**src/sv/mbe_pkg.sv**
```systemverilog
// Shared types and constants for the modular binomial block.
package mbe_pkg;

  localparam int MOD_W = 31;
  localparam int IN_W  = 16;
  localparam int CNT_W = $clog2(MOD_W);

  localparam logic [MOD_W-1:0] MOD_RESET = 31'd1000000007;
  localparam logic [CNT_W-1:0] LAST_STEP = CNT_W'(MOD_W - 1);

  typedef enum logic {
    OP_MUL,
    OP_DIV
  } alu_op_t;

  typedef struct packed {
    logic    start;
    alu_op_t op;
  } alu_cmd_t;

  typedef enum logic [3:0] {
    S_IDLE,
    S_FACT,
    S_FACT_W,
    S_PROD,
    S_PROD_W,
    S_EG,
    S_DIV_W,
    S_SMUL,
    S_SMUL_W,
    S_FIN,
    S_FIN_W,
    S_DONE
  } state_t;

endpackage

```
**src/sv/mbe_alu.sv**
```systemverilog
// Bit-serial shared unit: modular multiply (a*b mod p) and restoring divide (a/b).
module mbe_alu
  import mbe_pkg::*;
(
  input  logic             clk,
  input  logic             rst_n,
  input  alu_cmd_t         cmd,
  input  logic [MOD_W-1:0] a,
  input  logic [MOD_W-1:0] b,
  input  logic [MOD_W-1:0] modulus,
  output logic             done,
  output logic [MOD_W-1:0] res,
  output logic [MOD_W-1:0] quot
);

  logic             busy_r, busy_nxt;
  logic             done_r, done_nxt;
  alu_op_t          op_r, op_nxt;
  logic [MOD_W-1:0] a_r, a_nxt;
  logic [MOD_W-1:0] d_r, d_nxt;
  logic [MOD_W-1:0] acc_r, acc_nxt;
  logic [MOD_W-1:0] sh_r, sh_nxt;
  logic [CNT_W-1:0] cnt_r, cnt_nxt;

  logic [MOD_W:0]   t1, s1, t2, r2;
  logic             ge;

  always_comb begin
    // shared shift and compare-subtract
    t1 = {acc_r, (op_r == OP_DIV) ? sh_r[MOD_W-1] : 1'b0};
    ge = t1 >= {1'b0, d_r};
    s1 = ge ? t1 - {1'b0, d_r} : t1;
    // conditional add of the multiplicand, then reduce
    t2 = {1'b0, s1[MOD_W-1:0]} + (sh_r[MOD_W-1] ? {1'b0, a_r} : '0);
    r2 = (t2 >= {1'b0, d_r}) ? t2 - {1'b0, d_r} : t2;
  end

  always_comb begin
    busy_nxt = busy_r;
    done_nxt = 1'b0;
    op_nxt   = op_r;
    a_nxt    = a_r;
    d_nxt    = d_r;
    acc_nxt  = acc_r;
    sh_nxt   = sh_r;
    cnt_nxt  = cnt_r;
    if (cmd.start && !busy_r) begin
      busy_nxt = 1'b1;
      op_nxt   = cmd.op;
      a_nxt    = a;
      d_nxt    = (cmd.op == OP_DIV) ? b : modulus;
      acc_nxt  = '0;
      sh_nxt   = (cmd.op == OP_DIV) ? a : b;
      cnt_nxt  = LAST_STEP;
    end else if (busy_r) begin
      acc_nxt = (op_r == OP_DIV) ? s1[MOD_W-1:0] : r2[MOD_W-1:0];
      sh_nxt  = {sh_r[MOD_W-2:0], (op_r == OP_DIV) ? ge : 1'b0};
      cnt_nxt = cnt_r - 1'b1;
      if (cnt_r == '0) begin
        busy_nxt = 1'b0;
        done_nxt = 1'b1;
      end
    end
  end

  always_ff @(posedge clk) begin
    if (!rst_n) begin
      busy_r <= 1'b0;
      done_r <= 1'b0;
      op_r   <= OP_MUL;
      cnt_r  <= '0;
    end else begin
      busy_r <= busy_nxt;
      done_r <= done_nxt;
      op_r   <= op_nxt;
      cnt_r  <= cnt_nxt;
    end
  end

  always_ff @(posedge clk) begin
    a_r   <= a_nxt;
    d_r   <= d_nxt;
    acc_r <= acc_nxt;
    sh_r  <= sh_nxt;
  end

  assign done = done_r;
  assign res  = acc_r;
  assign quot = sh_r;

endmodule

```
**src/sv/modular_binomial_extgcd.sv**
```systemverilog
// Top level: C(n,m) mod p through factorials and an extended Euclidean inverse.
//
// Usage:
//   cfg channel (cfg_valid/cfg_ready/cfg_data) writes the modulus p; it is
//   always ready; the user writes it only while idle; the block does not check.
//   in channel takes one beat of n and m; in_ready is high only in idle.
//   out channel returns one beat: result = C(n,m) mod p, no_inverse flag.
// Cost: each modular multiply or divide is one pass of the shared
//   bit-serial unit (an issue, 31 bit steps, then a done pulse).
//   An item costs n multiplies for the factorial sweep, one to combine m!
//   and (n-m)!, then per Euclid step one divide and one multiply, and one
//   final multiply, with up to about 45 Euclid steps.
//   m > n or p < 2 skip the unit and go from idle straight to the done state.
// Flow: one item at a time; the shared unit sets the pace.
// Reset: modulus returns to 1000000007, sequencer to idle, no result held.
// Stall: the result waits in the output register while out_ready is low;
//   the next beat is accepted only after the sequencer delivers it.
module modular_binomial_extgcd
  import mbe_pkg::*;
(
  input  logic             clk,
  input  logic             rst_n,
  input  logic             cfg_valid,
  output logic             cfg_ready,
  input  logic [MOD_W-1:0] cfg_data,
  input  logic             in_valid,
  output logic             in_ready,
  input  logic [IN_W-1:0]  in_n_value,
  input  logic [IN_W-1:0]  in_k_value,
  output logic             out_valid,
  input  logic             out_ready,
  output logic [MOD_W-1:0] out_result,
  output logic             out_no_inverse
);

  state_t           state_r, state_nxt;
  logic [MOD_W-1:0] modulus_r;
  logic             out_valid_r, out_valid_nxt;
  logic [MOD_W-1:0] out_result_r, out_result_nxt;
  logic             out_flag_r, out_flag_nxt;

  logic [IN_W-1:0]  n_r, n_nxt, m_r, m_nxt, nm_r, nm_nxt, i_r, i_nxt;
  logic [MOD_W-1:0] acc_r, acc_nxt, fm_r, fm_nxt, fr_r, fr_nxt;
  logic [MOD_W-1:0] r0_r, r0_nxt, r1_r, r1_nxt, s0_r, s0_nxt, s1_r, s1_nxt;
  logic [MOD_W-1:0] q_r, q_nxt, res_r, res_nxt;
  logic             flag_r, flag_nxt;

  alu_cmd_t         alu_cmd;
  logic [MOD_W-1:0] alu_a, alu_b, alu_res, alu_quot;
  logic             alu_done;

  logic             in_beat, out_load;

  mbe_alu u_alu (
    .clk     (clk),
    .rst_n   (rst_n),
    .cmd     (alu_cmd),
    .a       (alu_a),
    .b       (alu_b),
    .modulus (modulus_r),
    .done    (alu_done),
    .res     (alu_res),
    .quot    (alu_quot)
  );

  assign cfg_ready = 1'b1;
  assign in_ready  = (state_r == S_IDLE);
  assign in_beat   = in_valid && in_ready;
  assign out_load  = (state_r == S_DONE) && (!out_valid_r || out_ready);

  // next state
  always_comb begin
    state_nxt = state_r;
    case (state_r)
      S_IDLE: begin
        if (in_valid) begin
          if (in_k_value > in_n_value || modulus_r < MOD_W'(2)) state_nxt = S_DONE;
          else if (in_n_value == '0) state_nxt = S_PROD;
          else state_nxt = S_FACT;
        end
      end
      S_FACT:   state_nxt = S_FACT_W;
      S_FACT_W: begin
        if (alu_done) state_nxt = (i_r == n_r) ? S_PROD : S_FACT;
      end
      S_PROD:   state_nxt = S_PROD_W;
      S_PROD_W: if (alu_done) state_nxt = S_EG;
      S_EG: begin
        if (r1_r != '0) state_nxt = S_DIV_W;
        else if (r0_r == MOD_W'(1)) state_nxt = S_FIN;
        else state_nxt = S_DONE;
      end
      S_DIV_W:  if (alu_done) state_nxt = S_SMUL;
      S_SMUL:   state_nxt = S_SMUL_W;
      S_SMUL_W: if (alu_done) state_nxt = S_EG;
      S_FIN:    state_nxt = S_FIN_W;
      S_FIN_W:  if (alu_done) state_nxt = S_DONE;
      S_DONE:   if (out_load) state_nxt = S_IDLE;
      default:  state_nxt = S_IDLE;
    endcase
  end

  // datapath and unit commands
  always_comb begin
    n_nxt    = n_r;
    m_nxt    = m_r;
    nm_nxt   = nm_r;
    i_nxt    = i_r;
    acc_nxt  = acc_r;
    fm_nxt   = fm_r;
    fr_nxt   = fr_r;
    r0_nxt   = r0_r;
    r1_nxt   = r1_r;
    s0_nxt   = s0_r;
    s1_nxt   = s1_r;
    q_nxt    = q_r;
    res_nxt  = res_r;
    flag_nxt = flag_r;
    alu_cmd  = '{start: 1'b0, op: OP_MUL};
    alu_a    = acc_r;
    alu_b    = {{(MOD_W-IN_W){1'b0}}, i_r};
    case (state_r)
      S_IDLE: begin
        if (in_valid) begin
          n_nxt    = in_n_value;
          m_nxt    = in_k_value;
          nm_nxt   = in_n_value - in_k_value;
          i_nxt    = IN_W'(1);
          acc_nxt  = MOD_W'(1);
          fm_nxt   = MOD_W'(1);
          fr_nxt   = MOD_W'(1);
          res_nxt  = '0;
          // m > n gives a plain zero; p below two flags a missing inverse
          flag_nxt = !(in_k_value > in_n_value) && (modulus_r < MOD_W'(2));
        end
      end
      S_FACT: alu_cmd = '{start: 1'b1, op: OP_MUL};
      S_FACT_W: begin
        if (alu_done) begin
          acc_nxt = alu_res;
          if (i_r == m_r) fm_nxt = alu_res;
          if (i_r == nm_r) fr_nxt = alu_res;
          i_nxt = i_r + 1'b1;
        end
      end
      S_PROD: begin
        // m! and (n-m)! are both invertible exactly when their product is
        alu_cmd = '{start: 1'b1, op: OP_MUL};
        alu_a   = fm_r;
        alu_b   = fr_r;
      end
      S_PROD_W: begin
        if (alu_done) begin
          r0_nxt = alu_res;
          r1_nxt = modulus_r;
          s0_nxt = MOD_W'(1);
          s1_nxt = '0;
        end
      end
      S_EG: begin
        if (r1_r != '0) begin
          alu_cmd = '{start: 1'b1, op: OP_DIV};
          alu_a   = r0_r;
          alu_b   = r1_r;
        end else if (r0_r != MOD_W'(1)) begin
          res_nxt  = '0;
          flag_nxt = 1'b1;
        end
      end
      S_DIV_W: begin
        if (alu_done) begin
          r0_nxt = r1_r;
          r1_nxt = alu_res;
          q_nxt  = alu_quot;
        end
      end
      S_SMUL: begin
        alu_cmd = '{start: 1'b1, op: OP_MUL};
        alu_a   = s1_r;
        alu_b   = q_r;
      end
      S_SMUL_W: begin
        if (alu_done) begin
          // s1 <- s0 - q*s1 mod p, all kept in [0, p)
          s0_nxt = s1_r;
          s1_nxt = (s0_r >= alu_res) ? s0_r - alu_res
                                     : s0_r + (modulus_r - alu_res);
        end
      end
      S_FIN: begin
        alu_cmd = '{start: 1'b1, op: OP_MUL};
        alu_a   = acc_r;
        alu_b   = s0_r;
      end
      S_FIN_W: begin
        if (alu_done) begin
          res_nxt  = alu_res;
          flag_nxt = 1'b0;
        end
      end
      default: ;
    endcase
  end

  // output register
  always_comb begin
    out_valid_nxt  = out_valid_r;
    out_result_nxt = out_result_r;
    out_flag_nxt   = out_flag_r;
    if (out_load) begin
      out_valid_nxt  = 1'b1;
      out_result_nxt = res_r;
      out_flag_nxt   = flag_r;
    end else if (out_ready) begin
      out_valid_nxt = 1'b0;
    end
  end

  always_ff @(posedge clk) begin
    if (!rst_n) begin
      state_r     <= S_IDLE;
      modulus_r   <= MOD_RESET;
      out_valid_r <= 1'b0;
    end else begin
      state_r     <= state_nxt;
      out_valid_r <= out_valid_nxt;
      if (cfg_valid && cfg_ready) modulus_r <= cfg_data;
    end
  end

  always_ff @(posedge clk) begin
    out_result_r <= out_result_nxt;
    out_flag_r   <= out_flag_nxt;
    n_r    <= n_nxt;
    m_r    <= m_nxt;
    nm_r   <= nm_nxt;
    i_r    <= i_nxt;
    acc_r  <= acc_nxt;
    fm_r   <= fm_nxt;
    fr_r   <= fr_nxt;
    r0_r   <= r0_nxt;
    r1_r   <= r1_nxt;
    s0_r   <= s0_nxt;
    s1_r   <= s1_nxt;
    q_r    <= q_nxt;
    res_r  <= res_nxt;
    flag_r <= flag_nxt;
  end

  assign out_valid      = out_valid_r;
  assign out_result     = out_result_r;
  assign out_no_inverse = out_flag_r;

  // a flagged result is always zero
  a_flag_zero: assert property (@(posedge clk) disable iff (!rst_n)
    out_valid_r && out_flag_r |-> out_result_r == '0)
    else $error("no_inverse with nonzero result");

  // the unit only finishes while the sequencer waits on it
  a_done_wait: assert property (@(posedge clk) disable iff (!rst_n)
    alu_done |-> (state_r == S_FACT_W || state_r == S_PROD_W ||
                  state_r == S_DIV_W || state_r == S_SMUL_W || state_r == S_FIN_W))
    else $error("unit finished outside a wait state");

  // an accepted beat always starts work away from idle
  a_beat_leaves: assert property (@(posedge clk) disable iff (!rst_n)
    in_beat |=> state_r != S_IDLE)
    else $error("accepted beat left sequencer idle");

  // delivered residues stay below the modulus
  a_res_range: assert property (@(posedge clk) disable iff (!rst_n)
    out_valid_r |-> (out_result_r < modulus_r || out_result_r == '0))
    else $error("result not reduced");

endmodule

```
**config.mk**
```make
export PLATFORM = sky130hd
export DESIGN_NAME = modular_binomial_extgcd
export DESIGN_NICKNAME = d
export VERILOG_FILES = /design/src/sv/mbe_pkg.sv /design/src/sv/mbe_alu.sv /design/src/sv/modular_binomial_extgcd.sv
export SDC_FILE = /design/constraint.sdc
export NUM_CORES = 1
export LEC_CHECK = 0
export ABC_AREA = 1
export BUFFER_PORTS_ARGS = -buffer_cell sky130_fd_sc_hd__buf_2
export CORE_MARGIN = 3
export CORE_UTILIZATION = 56
export CTS_CLUSTER_SIZE = 16
export DETAILED_ROUTE_END_ITERATION = 12
export GPL_TIMING_DRIVEN = 0
export MAX_ROUTING_LAYER = met4
export PLACE_DENSITY = 0.81
export SETUP_SLACK_MARGIN = 0.05
export SYNTH_ARGS = -nofsm -noshare
export SYNTH_HDL_FRONTEND = slang
export SYNTH_SLANG_ARGS = --single-unit
export TNS_END_PERCENT = 5
```
**constraint.sdc**
```tcl
create_clock -name clk -period 11.7 [get_ports clk]
set_clock_uncertainty 0.05 [all_clocks]
set_input_delay 0.585 -clock clk [delete_from_list [all_inputs] [get_ports clk]]
set_output_delay 0.585 -clock clk [all_outputs]
set_load 0.005 [all_outputs]
```
==> results by group <==
Clock network
  • Clock buffer count from CTS: 55
  • Post-CTS setup buffer count: 0
  • CTS tree: built
  • Clock Latency Late Sink: around 650 ps
  • PostCTS Resize Cnt: 0
  • Clock transition at path regs: around 70 ps
  • Root buf cell: clkbuf_16
  • # clock sinks: between 500 and 600
  • Max clock buf depth: 3
  • H-tree levels: 2
  • Hold buffers post-CTS: 0

Synth
  • Syn Area/Cell: just under 8 µm²
  • Syn Nets: ~4.7k
  • Synthesized area: about 0.035 mm²
  • Largest area contributor in the netlist: edfxtp_1
  • Unique masters post-synth: 60
  • Post-Synthesis Cells: approximately 4.4k
  • Synth top area share: between 30% and 40%
  • Post-synth EDFFs: 469
  • Ranking of synthesized cells by area: edfxtp_1, nand2_1, inv_1
  • Post-synthesis sequential area ratio: between 40% and 50%
  • Main synth FF type: edfxtp_1
  • Register bit total from synthesis: 544
  • Synth warn: 0
  • FFs w/ async S/R, synth: 0%

Global route
  • Antenna violations before repair: 1
  • Vias in the first global route: just under 30k
  • GRT Resource Usage Total: roughly two fifths
  • Largest net degree at the start of global routing: between 70 and 80
  • Grt ovf: 0
  • Global-route wire length before repair: 184000 µm

Pwr
  • VDD IR-drop max: about 240 µV
  • Pwr Density: 318 mW/mm²
  • Leakage power: roughly 0.018 µW

Timing
  • Fin crit share: roughly 60%
  • Final Hold Viols: 0
  • RSZ-0062 raised after global routing: false
  • Slew at the pin with the worst max-slew slack: roughly 1200 ps
  • Fmax: 143 MHz
  • Final setup margin: around 4700 ps
  • Setup Viol. Count Final: 0
  • Min Tclk post-route: 6990 ps
  • Max-slew violation total from the final report: 0
  • Slew headroom: 21.4%

Placed design
  • Dpl hpwl: 103000 µm
  • Port bufs: 101
  • Placed instance area: between 0.03 and 0.04 mm²
  • GP Congestion: ~1.1
  • Place WS: ~5000 ps

Floorplan
  • Die height: ~260 µm
  • Row count: 91
  • Initial Util: between 50% and 60%
  • Core area: 0.0619 mm²
  • Die width: approximately 260 µm
  • Io pins: slightly above 100
  • Die Area: about 0.066 mm²

Final layout
  • Share of layout cells above drive strength 1: around 7%
  • Post-layout net count: 4906
  • Commonest non-fill, non-tap cell in the layout: nand2_1
  • Area delta synth->final: 10.7%
  • Filler Cell Count: approximately 5.5k
  • Final Instance Area: roughly 0.039 mm²
  • Commonest cells after routing, fill and taps aside: nand2_1, inv_1, edfxtp_1

Worst setup path
  • Cell mode on critical path: nand2_1
  • Crit path largest cell delay: 620 ps
  • Critical path class: flip-flop to flip-flop
  • Worst-path maximum fanout: 10
  • Crit start category: flip-flop
  • CP max stage cell: edfxtp_1
  • CP required: roughly 12000 ps
  • Crit path DAT: approximately 7400 ps
  • Critical path capture point type: flip-flop

Detailed routing
  • DRT iter0 DRCs: 5063
  • Met2 wire len: approximately 53000 µm
  • Vias per inst: between 5 and 6
  • Wire length on met3: 16500 µm
  • Routed WL: ~130000 µm
  • Total vias in the final route: roughly 33k
  • DR top layer: met4
  • TritonRoute pass-1 iters: 7
  • Drt drc: 0
  • Wirelength per Cell: around 23 µm
  • Detail Route Antenna Nets: 0
  • Met1 wire length: 50600 µm

Job
  • Maxcap violations: 0

Hold path
  • Hold Path Class: input pin to flip-flop

Outcome
  • Outcome: complete, no violations
==> Yosys cell counts, drive strengths merged (2+ instances only) <==
library cell / count
o2111ai: 35
o31ai: 3
a22o: 7
o221ai: 2
o21ai: 221
nor3: 39
nor4: 31
dfxtp: 75
nor3b: 2
a21oi: 277
xor2: 91
nand3: 265
nand3b: 11
o21bai: 16
a31oi: 13
a21boi: 8
o311ai: 2
and3: 2
ha: 173
clkbuf: 74
fa: 35
a211oi: 3
nand2: 1282
or2: 10
buf: 53
edfxtp: 469
nand4: 59
nor2: 400
o21a: 4
a21o: 27
xnor2: 57
clkinv: 2
a221oi: 21
inv: 672
==> stage by stage <==
stage | util (%) | cells | TNS (ps) | total power [µW] | hold WS, ps
3_3_place_gp | 59.4 | 5385 | -36460 | 10300 | 351
5_1_grt | 63.0 | 5513 | 0 | 13100 | 80.8
3_5_place_dp | 60.1 | 5410 | 0 | 10400 | 355
4_1_cts | 63.0 | 5513 | 0 | 12200 | 72.2
6_report | 63.0 | 5515 | 0 | 12400 | 91.8
2_1_floorplan | - | 4447 | 0 | 8040 | 350
==> area by class of cell <==
cell class / count / area, µm² / share of cell area (%)
multi-input combinational: 3102 / 16600 / 42.6
timing repair buffer: 126 / 838 / 2.15
clock inverter: 25 / 214 / 0.548
buffer: 127 / 573 / 1.47
sequential: 544 / 15600 / 40.0
clock buffer: 78 / 1590 / 4.06
tap: 837 / 1050 / 2.68
inverter: 674 / 2530 / 6.49
antenna: 2 / 5.00 / 0.0128
==> registers in the layout (all words and copies together) (netlist names), 31 cells and up <==
signal / count
acc_r: 31
fm_r: 31
fr_r: 31
modulus_r: 31
out_result: 31
q_r: 31
r0_r: 31
r1_r: 31
res_r: 31
s0_r: 31
s1_r: 31
u_alu.a_r: 31
u_alu.d_r: 31
u_alu.quot: 31
u_alu.res: 31
==> where the power goes <==
part           internal (µW)  switching [µW]
clock                    991             796
combinational           2250            5130
sequential              2930             299
total                   6170            6220
==> path summary, 6_finish.rpt <==
check / from / end / slack [ps] / cells past startpoint
max: u_alu.quot[30] / u_alu.res[23] / 4710 / 39
min: cfg_data[0] / modulus_r[0] / 90 / 3
max reg2reg: u_alu.quot[30] / u_alu.res[23] / 4710 / 39
min reg2reg: res_r[6] / out_result[6] / 360 / 0
==> routing by layer <==
| metal | global-route usage (%) | vias up |
|---|---|---|
| li1 | - | 15000 |
| met1 | 52.6 | 15100 |
| met2 | 54.8 | 2123 |
| met3 | 9.25 | 395 |
| met4 | 17.4 | 0 |
| met5 | - | - |
==> worst max-delay path: cells and delay by family (launching register included) <==
family | cells | cell delay (ps)
AOI/OAI and AO/OA | 4 | 740
adders and majority gates | 4 | 1270
buffers and inverters | 5 | 810
DFF | 1 | 620
and+or+nand+nor | 26 | 3320
==> cells by family after synthesis <==
family / Yosys count / synth area share [%]
adder cells (fa/ha/maj): 208 / 8.13
buffers and inverters: 801 / 8.80
AND/OR/NAND/NOR: 2102 / 24.8
flip-flops: 544 / 44.2
XOR/XNOR: 148 / 3.68
AO/OA/AOI/OAI: 643 / 10.4
other: 1 / 0.0106
No activity file was read; power rests on OpenSTA's default activity.
